--- src/sv/mec_pkg.sv ---
// shared types, constants and helper functions for the escape-count block
package mec_pkg;

	localparam int FRAC_BITS   = 28;
	localparam int IN_FRAC     = 28;
	localparam int COUNT_WIDTH = 16;
	localparam int ADDR_W      = 3;

	localparam int UP_SHIFT = (FRAC_BITS >= IN_FRAC) ? FRAC_BITS - IN_FRAC : 0;
	localparam int DN_SHIFT = (FRAC_BITS < IN_FRAC) ? IN_FRAC - FRAC_BITS : 0;

	localparam logic signed [63:0] SAT_MAX = 64'sh7FFF_FFFF_FFFF_FFFF;
	localparam logic signed [63:0] SAT_MIN = 64'sh8000_0000_0000_0000;

	localparam logic [15:0] COUNT_MASK = 16'((64'd1 << COUNT_WIDTH) - 64'd1);

	localparam logic [15:0] MAX_ITER_RESET = 16'd4096;
	localparam logic [14:0] THRESH_RESET   = 15'd1000;

	localparam logic REG_MAX_ITER = 1'b0;
	localparam logic REG_THRESH   = 1'b1;

	typedef enum logic [3:0] {
		S_IDLE,
		S_CHECK,
		S_MUL_AA,
		S_WAIT_AA,
		S_MUL_BB,
		S_WAIT_BB,
		S_MUL_AB,
		S_WAIT_AB,
		S_SUB_BB,
		S_SUB_C,
		S_DBL_AB,
		S_SUB_D,
		S_DONE
	} seq_state_t;

	typedef struct packed {
		logic [15:0] max_iterations;
		logic [14:0] escape_threshold;
	} cfg_t;

	typedef struct packed {
		logic              start;
		logic signed [63:0] x;
		logic signed [63:0] y;
	} mul_req_t;

	typedef struct packed {
		logic              done;
		logic signed [63:0] prod;
	} mul_rsp_t;

	// q4.28 input to working format, floor rounding when narrowing
	function automatic logic signed [63:0] from_input(input logic signed [31:0] v);
		logic signed [63:0] w;
		w = 64'(v);
		return (w <<< UP_SHIFT) >>> DN_SHIFT;
	endfunction

	function automatic logic signed [63:0] threshold_fx(input logic [14:0] t);
		return signed'(64'(t) << FRAC_BITS);
	endfunction

endpackage

--- src/sv/mec_point_if.sv ---
// input channel carrying one complex point
interface mec_point_if;
	logic               valid;
	logic               ready;
	logic signed [31:0] point_real;
	logic signed [31:0] point_imag;

	modport source(output valid, point_real, point_imag, input ready);
	modport sink(input valid, point_real, point_imag, output ready);
endinterface

--- src/sv/mec_result_if.sv ---
// output channel carrying one escape-count result
interface mec_result_if;
	logic        valid;
	logic        ready;
	logic [15:0] iteration_count;
	logic        escaped;

	modport source(output valid, iteration_count, escaped, input ready);
	modport sink(input valid, iteration_count, escaped, output ready);
endinterface

--- src/sv/mec_regs.sv ---
// apb configuration registers
module mec_regs (
	input  logic                        clk,
	input  logic                        arst_n,
	input  logic                        psel,
	input  logic                        penable,
	input  logic                        pwrite,
	input  logic [mec_pkg::ADDR_W-1:0]  paddr,
	input  logic [31:0]                 pwdata,
	output logic [31:0]                 prdata,
	output logic                        pready,
	output mec_pkg::cfg_t               cfg
);
	import mec_pkg::*;

	logic [15:0] max_iter_q;
	logic [14:0] thresh_q;
	logic        wr_en;

	assign pready = 1'b1;
	assign wr_en  = psel && penable && pwrite && pready;

	always_ff @(posedge clk or negedge arst_n) begin
		if (!arst_n) begin
			max_iter_q <= MAX_ITER_RESET;
			thresh_q   <= THRESH_RESET;
		end else if (wr_en) begin
			case (paddr[2])
				REG_MAX_ITER: max_iter_q <= pwdata[15:0];
				REG_THRESH:   thresh_q   <= pwdata[14:0];
				default: ;
			endcase
		end
	end

	always_comb begin
		case (paddr[2])
			REG_MAX_ITER: prdata = {16'd0, max_iter_q};
			REG_THRESH:   prdata = {17'd0, thresh_q};
			default:      prdata = 32'd0;
		endcase
	end

	assign cfg.max_iterations   = max_iter_q;
	assign cfg.escape_threshold = thresh_q;

endmodule

--- src/sv/mec_fxmul.sv ---
// shared saturating fixed-point multiplier, one 32x32 partial product per cycle
module mec_fxmul (
	input  logic              clk,
	input  logic              arst_n,
	input  mec_pkg::mul_req_t req,
	output mec_pkg::mul_rsp_t rsp
);
	import mec_pkg::*;

	localparam logic [2:0] STEP_LAST_MUL = 3'd3;
	localparam logic [2:0] STEP_LAST_ACC = 3'd4;
	localparam logic [2:0] STEP_POST     = 3'd5;

	logic               busy_q;
	logic [2:0]         step_q;
	logic               done_q;
	logic               neg_q;
	logic [63:0]        mx_q;
	logic [63:0]        my_q;
	logic [63:0]        pp_s1;
	logic [1:0]         sh_s1;
	logic [127:0]       acc_q;
	logic signed [63:0] prod_q;

	logic [31:0]        xh;
	logic [31:0]        yh;
	logic [63:0]        pp;
	logic [127:0]       addend;
	logic [63:0]        mag;
	logic               ovf;
	logic signed [63:0] post;

	// partial product order: lo*lo, lo*hi, hi*lo, hi*hi
	assign xh = step_q[1] ? mx_q[63:32] : mx_q[31:0];
	assign yh = step_q[0] ? my_q[63:32] : my_q[31:0];
	assign pp = 64'(xh) * 64'(yh);

	always_comb begin
		case (sh_s1)
			2'b00:   addend = {64'd0, pp_s1};
			2'b01:   addend = {32'd0, pp_s1, 32'd0};
			2'b10:   addend = {pp_s1, 64'd0};
			default: addend = 128'd0;
		endcase
	end

	assign ovf = |acc_q[127:64+FRAC_BITS];
	assign mag = acc_q[FRAC_BITS +: 64];

	always_comb begin
		if (ovf || mag[63]) begin
			post = neg_q ? SAT_MIN : SAT_MAX;
		end else if (neg_q) begin
			post = signed'(64'd0 - mag);
		end else begin
			post = signed'(mag);
		end
	end

	always_ff @(posedge clk or negedge arst_n) begin
		if (!arst_n) begin
			busy_q <= 1'b0;
			step_q <= 3'd0;
			done_q <= 1'b0;
		end else begin
			done_q <= busy_q && (step_q == STEP_POST);
			if (req.start) begin
				busy_q <= 1'b1;
				step_q <= 3'd0;
			end else if (busy_q) begin
				step_q <= step_q + 3'd1;
				if (step_q == STEP_POST) begin
					busy_q <= 1'b0;
				end
			end
		end
	end

	always_ff @(posedge clk) begin
		if (req.start) begin
			neg_q <= req.x[63] != req.y[63];
			mx_q  <= req.x[63] ? 64'd0 - req.x : req.x;
			my_q  <= req.y[63] ? 64'd0 - req.y : req.y;
			acc_q <= 128'd0;
		end else if (busy_q) begin
			if (step_q <= STEP_LAST_MUL) begin
				pp_s1 <= pp;
				sh_s1 <= {step_q[1] & step_q[0], step_q[1] ^ step_q[0]};
			end
			if (step_q != 3'd0 && step_q <= STEP_LAST_ACC) begin
				acc_q <= acc_q + addend;
			end
			if (step_q == STEP_POST) begin
				prod_q <= post;
			end
		end
	end

	assign rsp.done = done_q;
	assign rsp.prod = prod_q;

`ifndef NO_ASSERTIONS
	a_no_restart: assert property (@(posedge clk) disable iff (!arst_n)
		req.start |-> !busy_q) else $error("multiplier restarted while busy");
	a_done_pulse: assert property (@(posedge clk) disable iff (!arst_n)
		rsp.done |=> !rsp.done) else $error("multiplier done held");
	a_done_after_post: assert property (@(posedge clk) disable iff (!arst_n)
		$rose(done_q) |-> $past(step_q) == STEP_POST && $past(busy_q))
		else $error("multiplier done without post step");
`endif

endmodule

--- src/sv/mec_seq.sv ---
// iteration sequencer with working registers and shared saturating adder
module mec_seq (
	input  logic              clk,
	input  logic              arst_n,
	mec_point_if.sink         pnt,
	mec_result_if.source      res,
	input  mec_pkg::cfg_t     cfg,
	output mec_pkg::mul_req_t mul_req,
	input  mec_pkg::mul_rsp_t mul_rsp
);
	import mec_pkg::*;

	seq_state_t state_q;
	seq_state_t state_d;

	logic signed [63:0] c_q;
	logic signed [63:0] d_q;
	logic signed [63:0] a_q;
	logic signed [63:0] b_q;
	logic signed [63:0] aa_q;
	logic signed [63:0] bb_q;
	logic signed [63:0] ab_q;
	logic signed [63:0] t_q;
	logic [15:0]        count_q;
	logic [15:0]        res_count_q;
	logic               esc_q;

	logic signed [63:0] op_x;
	logic signed [63:0] op_y;
	logic               op_sub;
	logic [64:0]        sum65;
	logic signed [63:0] sat_res;
	logic               limit_hit;
	logic               above_thr;
	logic               in_acc;

	assign limit_hit = count_q >= cfg.max_iterations;
	assign above_thr = a_q > threshold_fx(cfg.escape_threshold);
	assign in_acc    = pnt.valid && pnt.ready;

	// one saturating add or subtract per cycle
	assign sum65 = op_sub ? ({op_x[63], op_x} - {op_y[63], op_y})
	                      : ({op_x[63], op_x} + {op_y[63], op_y});
	always_comb begin
		if (sum65[64] != sum65[63]) begin
			sat_res = sum65[64] ? SAT_MIN : SAT_MAX;
		end else begin
			sat_res = signed'(sum65[63:0]);
		end
	end

	always_comb begin
		state_d = state_q;
		case (state_q)
			S_IDLE:    if (pnt.valid) state_d = S_CHECK;
			S_CHECK: begin
				if (limit_hit || above_thr) state_d = S_DONE;
				else state_d = S_MUL_AA;
			end
			S_MUL_AA:  state_d = S_WAIT_AA;
			S_WAIT_AA: if (mul_rsp.done) state_d = S_MUL_BB;
			S_MUL_BB:  state_d = S_WAIT_BB;
			S_WAIT_BB: if (mul_rsp.done) state_d = S_MUL_AB;
			S_MUL_AB:  state_d = S_WAIT_AB;
			S_WAIT_AB: if (mul_rsp.done) state_d = S_SUB_BB;
			S_SUB_BB:  state_d = S_SUB_C;
			S_SUB_C:   state_d = S_DBL_AB;
			S_DBL_AB:  state_d = S_SUB_D;
			S_SUB_D:   state_d = S_CHECK;
			S_DONE:    if (res.ready) state_d = S_IDLE;
			default:   state_d = S_IDLE;
		endcase
	end

	always_comb begin
		pnt.ready     = 1'b0;
		res.valid     = 1'b0;
		mul_req.start = 1'b0;
		mul_req.x     = a_q;
		mul_req.y     = a_q;
		op_x          = aa_q;
		op_y          = bb_q;
		op_sub        = 1'b1;
		case (state_q)
			S_IDLE:   pnt.ready = 1'b1;
			S_MUL_AA: mul_req.start = 1'b1;
			S_MUL_BB: begin
				mul_req.start = 1'b1;
				mul_req.x     = b_q;
				mul_req.y     = b_q;
			end
			S_MUL_AB: begin
				mul_req.start = 1'b1;
				mul_req.y     = b_q;
			end
			S_SUB_C: begin
				op_x = t_q;
				op_y = c_q;
			end
			S_DBL_AB: begin
				op_x   = ab_q;
				op_y   = ab_q;
				op_sub = 1'b0;
			end
			S_SUB_D: begin
				op_x = t_q;
				op_y = d_q;
			end
			S_DONE:   res.valid = 1'b1;
			default: ;
		endcase
	end

	always_ff @(posedge clk or negedge arst_n) begin
		if (!arst_n) begin
			state_q <= S_IDLE;
		end else begin
			state_q <= state_d;
		end
	end

	always_ff @(posedge clk) begin
		case (state_q)
			S_IDLE: begin
				if (in_acc) begin
					c_q     <= from_input(pnt.point_real);
					d_q     <= from_input(pnt.point_imag);
					a_q     <= from_input(pnt.point_real);
					b_q     <= from_input(pnt.point_imag);
					count_q <= 16'd0;
				end
			end
			S_CHECK: begin
				if (limit_hit) begin
					res_count_q <= cfg.max_iterations;
					esc_q       <= 1'b0;
				end else begin
					res_count_q <= count_q;
					esc_q       <= 1'b1;
				end
			end
			S_WAIT_AA: if (mul_rsp.done) aa_q <= mul_rsp.prod;
			S_WAIT_BB: if (mul_rsp.done) bb_q <= mul_rsp.prod;
			S_WAIT_AB: if (mul_rsp.done) ab_q <= mul_rsp.prod;
			S_SUB_BB:  t_q <= sat_res;
			S_SUB_C:   a_q <= sat_res;
			S_DBL_AB:  t_q <= sat_res;
			S_SUB_D: begin
				b_q     <= sat_res;
				count_q <= count_q + 16'd1;
			end
			default: ;
		endcase
	end

	assign res.iteration_count = res_count_q & COUNT_MASK;
	assign res.escaped         = esc_q;

`ifndef NO_ASSERTIONS
	a_accept_to_check: assert property (@(posedge clk) disable iff (!arst_n)
		in_acc |=> state_q == S_CHECK) else $error("accepted point did not start");
	a_escape_in_range: assert property (@(posedge clk) disable iff (!arst_n)
		(state_q == S_DONE && esc_q) |-> res_count_q < cfg.max_iterations)
		else $error("escape step beyond limit");
	a_limit_count: assert property (@(posedge clk) disable iff (!arst_n)
		(state_q == S_DONE && !esc_q) |-> res_count_q == cfg.max_iterations)
		else $error("non-escape count differs from limit");
	a_done_when_waiting: assert property (@(posedge clk) disable iff (!arst_n)
		mul_rsp.done |-> (state_q == S_WAIT_AA || state_q == S_WAIT_BB ||
		state_q == S_WAIT_AB)) else $error("product arrived outside a wait state");
`endif

endmodule

--- src/sv/mandelbrot_escape_count.sv ---
// Escape-time counter for one complex point in signed Q4.28. Starting with z equal to the
// point, each step forms z*z - point with saturating 64-bit fixed-point arithmetic and tests
// the real part against the threshold register; the result is the first step whose real part
// exceeds it (escaped = 1) or the iteration limit (escaped = 0). Points are handled one at a
// time: the next point is taken once the result of the last one has been delivered. Each step
// uses the single shared 32x32 multiplier, which builds each of the three 64-bit products
// a*a, b*b and a*b from four partial products, followed by the states S_SUB_BB, S_SUB_C,
// S_DBL_AB and S_SUB_D on the shared saturating adder and a compare in S_CHECK. The
// iteration limit resets to 4096. Registers: max_iterations at byte address 0, escape_threshold
// at byte address 4.
module mandelbrot_escape_count (
	input  logic                       clk,
	input  logic                       arst_n,
	mec_point_if.sink                  point,
	mec_result_if.source               result,
	input  logic                       psel,
	input  logic                       penable,
	input  logic                       pwrite,
	input  logic [mec_pkg::ADDR_W-1:0] paddr,
	input  logic [31:0]                pwdata,
	output logic [31:0]                prdata,
	output logic                       pready
);
	import mec_pkg::*;

	cfg_t     cfg;
	mul_req_t mul_req;
	mul_rsp_t mul_rsp;

	mec_regs u_regs (
		.clk     (clk),
		.arst_n  (arst_n),
		.psel    (psel),
		.penable (penable),
		.pwrite  (pwrite),
		.paddr   (paddr),
		.pwdata  (pwdata),
		.prdata  (prdata),
		.pready  (pready),
		.cfg     (cfg)
	);

	mec_fxmul u_fxmul (
		.clk    (clk),
		.arst_n (arst_n),
		.req    (mul_req),
		.rsp    (mul_rsp)
	);

	mec_seq u_seq (
		.clk     (clk),
		.arst_n  (arst_n),
		.pnt     (point),
		.res     (result),
		.cfg     (cfg),
		.mul_req (mul_req),
		.mul_rsp (mul_rsp)
	);

endmodule
--- src/flat_wrapper.sv ---
// flat-port wrapper written by rule: the top's interface ports become plain ports
module mandelbrot_escape_count_flat import mec_pkg::*;
  (clk, arst_n, psel, penable, pwrite, paddr, pwdata, prdata, pready, point_valid, point_point_real, point_point_imag, point_ready, result_valid, result_iteration_count, result_escaped, result_ready);
  mec_point_if point_i ();
  mec_result_if result_i ();
  input  logic clk;
  input  logic arst_n;
  input  logic psel;
  input  logic penable;
  input  logic pwrite;
  input  logic [mec_pkg::ADDR_W-1:0] paddr;
  input  logic [31:0] pwdata;
  output logic [31:0] prdata;
  output logic pready;
  input wire logic [$bits(point_i.valid)-1:0] point_valid;
  input wire logic [$bits(point_i.point_real)-1:0] point_point_real;
  input wire logic [$bits(point_i.point_imag)-1:0] point_point_imag;
  output wire logic [$bits(point_i.ready)-1:0] point_ready;
  output wire logic [$bits(result_i.valid)-1:0] result_valid;
  output wire logic [$bits(result_i.iteration_count)-1:0] result_iteration_count;
  output wire logic [$bits(result_i.escaped)-1:0] result_escaped;
  input wire logic [$bits(result_i.ready)-1:0] result_ready;
  assign point_i.valid = point_valid;
  assign point_i.point_real = point_point_real;
  assign point_i.point_imag = point_point_imag;
  assign point_ready = point_i.ready;
  assign result_valid = result_i.valid;
  assign result_iteration_count = result_i.iteration_count;
  assign result_escaped = result_i.escaped;
  assign result_i.ready = result_ready;
  mandelbrot_escape_count u_core (.clk(clk), .arst_n(arst_n), .point(point_i), .result(result_i), .psel(psel), .penable(penable), .pwrite(pwrite), .paddr(paddr), .pwdata(pwdata), .prdata(prdata), .pready(pready));
endmodule
--- config.mk ---
export PLATFORM = sky130hd
export DESIGN_NAME = mandelbrot_escape_count_flat
export DESIGN_NICKNAME = d
export VERILOG_FILES = /design/src/sv/mec_pkg.sv /design/src/sv/mec_point_if.sv /design/src/sv/mec_result_if.sv /design/src/sv/mec_regs.sv /design/src/sv/mec_fxmul.sv /design/src/sv/mec_seq.sv /design/src/sv/mandelbrot_escape_count.sv /design/src/flat_wrapper.sv
export SDC_FILE = /design/constraint.sdc
export NUM_CORES = 2
export LEC_CHECK = 0
export ABC_AREA = 1
export ABC_CLOCK_PERIOD_IN_PS = 12300
export BUFFER_PORTS_ARGS = -buffer_cell sky130_fd_sc_hd__buf_2
export CORE_MARGIN = 2
export CORE_UTILIZATION = 47
export CTS_CLUSTER_SIZE = 10
export DETAILED_ROUTE_END_ITERATION = 8
export GPL_ROUTABILITY_DRIVEN = 0
export HOLD_SLACK_MARGIN = 0.08
export PLACE_DENSITY = 0.63
export SLEW_MARGIN = 0
export SYNTH_ARGS = -nofsm -noshare
export SYNTH_HDL_FRONTEND = slang
export SYNTH_HIERARCHICAL = 1
export SYNTH_SLANG_ARGS = --single-unit
--- constraint.sdc ---
create_clock -name clk -period 12.3 [get_ports clk]
set_input_delay 0.615 -clock clk [delete_from_list [all_inputs] [get_ports clk]]
set_output_delay 0.615 -clock clk [all_outputs]
set_load 0.02 [all_outputs]
==> reports/metrics.yaml <==
timing:
  period_minus_slack_ns: 9.89
  drv_slew: 0
  worstMarginPinSlew_ns: 1.33
  fmax_ghz: 0.101
  period_share_pct: 80.4
  timing.clock.skew_ns: 0.0875
  setup_viol: 0
  rsz0062_at_grt: "false"
  slew_headroom_pct: 10.1
  layout_setup_ws_ns: 2.41
  setup_tns_ns: 0
  hold_violations: 0
synth:
  ys_seq_area_share_pct: 26.3
  ys_ff_latch: 908
  synth_flop_cell: "edfxtp_1"
  synth_area_leaders: "edfxtp_1 (23%), fa_1 (18%), nand2_1 (14%), inv_1 (11%), ha_1 (6.3%)"
  syn_inst: 13274
  synth_area_per_cell_um2: 7.38
  synth_top_area_share_pct: 22.7
  synth_top_area_cell: "edfxtp_1"
  synth_area_um2: 98000
  yosys_warnings: 6
  async_reset_ff_share_pct: 4.41
  yosysUniqueCellTypes: 66
  synth_edf_count: 740
worst_setup_path:
  required_ns: 12.77
  max_stage_delay_ns: 1.03
  crit_type: "register to register"
  cp-end-kind: "register"
  arrival_ns: 10.36
  r2r_end: "u_core/u_fxmul/pp_s1[42]"
  timing.critical_path.to: "u_core/u_fxmul/pp_s1[42]"
  crit_path_start_kind: "register"
  crit_path_frequent_cell: "fa_1"
  critPathLaunch: "u_core/u_fxmul/step_q[0]"
  rr_worst_depth: 27
  r2r-start: "u_core/u_fxmul/step_q[0]"
  crit_path_max_fanout: 37
  slowest_stage: "dfrtp_2"
  rrSetupSlack_ns: 2.41
route:
  drtPass1Iterations: 9
  wl_mm: 361
  avgRoutedWirePerCell_um: 22.4
  drtIter0Drc: 11393
  num_vias: 89998
  drc: 0
  ant_nets: 0
  via_per_inst: 5.57
global_route:
  grt_util_met3_pct: 10.3
  grt_max_degree: 199
  grtUsageMet1_pct: 45.5
  grt_pass1_wl_mm: 539
  antenna_found_initial: 14
  track_usage_pct: 33.8
  overflow: 0
  grt_busiest_layer: "met2"
  grt_pass1_vias: 87155
  met2_usage_pct: 49.1
placed_design:
  dp_hpwl_mm: 286
  port_buffers: 122
  dpl_cell_area_um2: 102000
  pre_cts_slack_ns: 2.55
cells_and_area:
  mostFrequentLayoutCells: "nand2_1 (3529), inv_1 (2787), nor2_1 (1605)"
  syn_to_final_growth_pct: 7.47
  layout-drive-gt1-share_pct: 5.66
  seq_area_um2: 25800
  nFillCells: 20362
  utilization_pct: 50.8
  multi_input_area_um2: 60100
  layout.nets: 14776
  design_area_um2: 105000
  final_common_cell: "nand2_1"
clock_network:
  numCtsBuffers: 107
  clk_pin_slew_ns: 0.06
  cts.sinks: 908
  ctsHtreeMaxLevel: 3
  root_buffer: "clkbuf_16"
  clk_path_buf_depth: 3
  post-cts-setup-buffer-count: 0
  clk-insertion-delay-late_ns: 0.78
  cts_resized: 0
  cts.hold.buffers_added: 50
  cts_tree: "yes"
power:
  irDropWorstVdd_uv: 117
  leakage_nw: 52.4
  power_density_nw_per_um2: 62.4
floorplan:
  die_h_um: 461
  row_count: 167
  dieArea_um2: 212000
  dieWidth_um: 461
  core_area_um2: 207000
  boundaryPins: 158
  start_util_pct: 47.3
hold_path:
  hold_path.class: "primary input to register"
  min_path_cells: 1
run_status:
  outcome: "finished clean"
run:
  maxCapViolCount: 0
[sequential cells by signal, summed over array words and instances, names as in the netlist, 2 cells and up]
register,flops
u_core/u_fxmul/my_q,64
u_core/u_seq/t_q,64
u_core/u_seq/count_q,16
u_core/u_fxmul/prod_q,64
u_core/u_seq/c_q,32
u_core/u_seq/aa_q,64
u_core/u_seq/res.iteration_count,16
u_core/u_regs/thresh_q,15
u_core/u_fxmul/pp_s1,64
u_core/u_seq/b_q,64
u_core/u_seq/d_q,32
u_core/u_fxmul/sh_s1,2
u_core/u_fxmul/acc_q,128
u_core/u_seq/a_q,64
u_core/u_fxmul/step_q,3
u_core/u_regs/max_iter_q,16
u_core/u_fxmul/mx_q,64
u_core/u_seq/ab_q,64
u_core/u_seq/state_q,4
u_core/u_seq/bb_q,64
[cells by family (layout without fill, tap and decap cells)]
logic type	count (synthesis)	after routing	synth area share, %
AOI/OAI and AO/OA	1287	1287	7.67
xor gates and xnor gates	397	397	3.55
adders and majority gates	1392	1392	24.6
buffers and inverters	3234	3295	12.7
DFF	908	908	26.3
other	2	26	0.00766
and+or+nand+nor	6054	6054	25.1
[Yosys cell counts, types with 33 or more instances]
cell	count
o21ai_0	457
buf_2	110
nand2_1	3532
o21ai_2	52
edfxtp_1	740
xnor2_1	100
nor4_1	59
fa_1	898
clkbuf_1	251
a21oi_1	379
o22ai_1	66
nor3_1	111
a31oi_1	63
dfrtp_1	33
o21a_1	36
a31o_2	63
nand3_1	371
xor2_1	297
dfxtp_1	128
nand2_2	46
nand4_1	164
nor2_1	1612
inv_1	2791
or2_2	77
o21bai_1	56
o21ai_1	36
ha_1	494
[worst min path at each step]
stage | start | end | slack (ns)
finish | point_point_real[22] | u_core/u_seq/c_q[22] | 0.11
global route | point_point_imag[11] | u_core/u_seq/d_q[11] | 0.08
CTS | point_point_real[20] | u_core/u_seq/c_q[20] | 0.08
detailed placement | u_core/u_fxmul/prod_q[23] | u_core/u_seq/bb_q[23] | 0.45
global placement | u_core/u_fxmul/prod_q[27] | u_core/u_seq/ab_q[27] | 0.44
floorplan | arst_n | u_core/u_fxmul/busy_q | 0.32
[critical path, delay by kind of cell, from the launching register on]
| kind | cells | cell delay (ns) |
|---|---|---|
| flops | 1 | 1.03 |
| buf+inv | 7 | 1.66 |
| compound gates | 5 | 1.03 |
| xor+xnor | 1 | 0.11 |
| fa+ha+maj | 9 | 4.74 |
| simple gates | 5 | 1.02 |
[layout make-up]
cell class	count	share of cell area (%)
tap	2788	3.31
antenna	9	0.0214
clock buffer	163	2.82
timing repair buffer	295	1.94
clock inverter	18	0.305
multi-input combinational	9147	57.1
inverter	2819	10.0
sequential	908	24.5
[power by group]
| group | leakage (nW) | internal (mW) | switching, mW |
|---|---|---|---|
| Clock | 1.57 | 1.70 | 1.33 |
| Combinational | 42.7 | 0.0718 | 0.131 |
| Sequential | 8.14 | 3.32 | 0.0204 |
| Total | 52.4 | 5.09 | 1.48 |
[layer usage]
metal | vias to the layer above | part of all wire, %
li1 | 40683 | -
met1 | 42727 | 39
met2 | 5468 | 41
met3 | 1102 | 13
met4 | 18 | 6.0
met5 | - | 0.14
[through the flow]
stage	power [mW]	instances	hold slack, ns
CTS	6.62	16138	0.0804
global placement	3.58	15907	0.444
global route	6.76	16139	0.0837
floorplan	3.51	13289	0.319
detailed placement	3.59	15907	0.453
finish	6.57	16147	0.108
(Power assumes the default switching activity.)
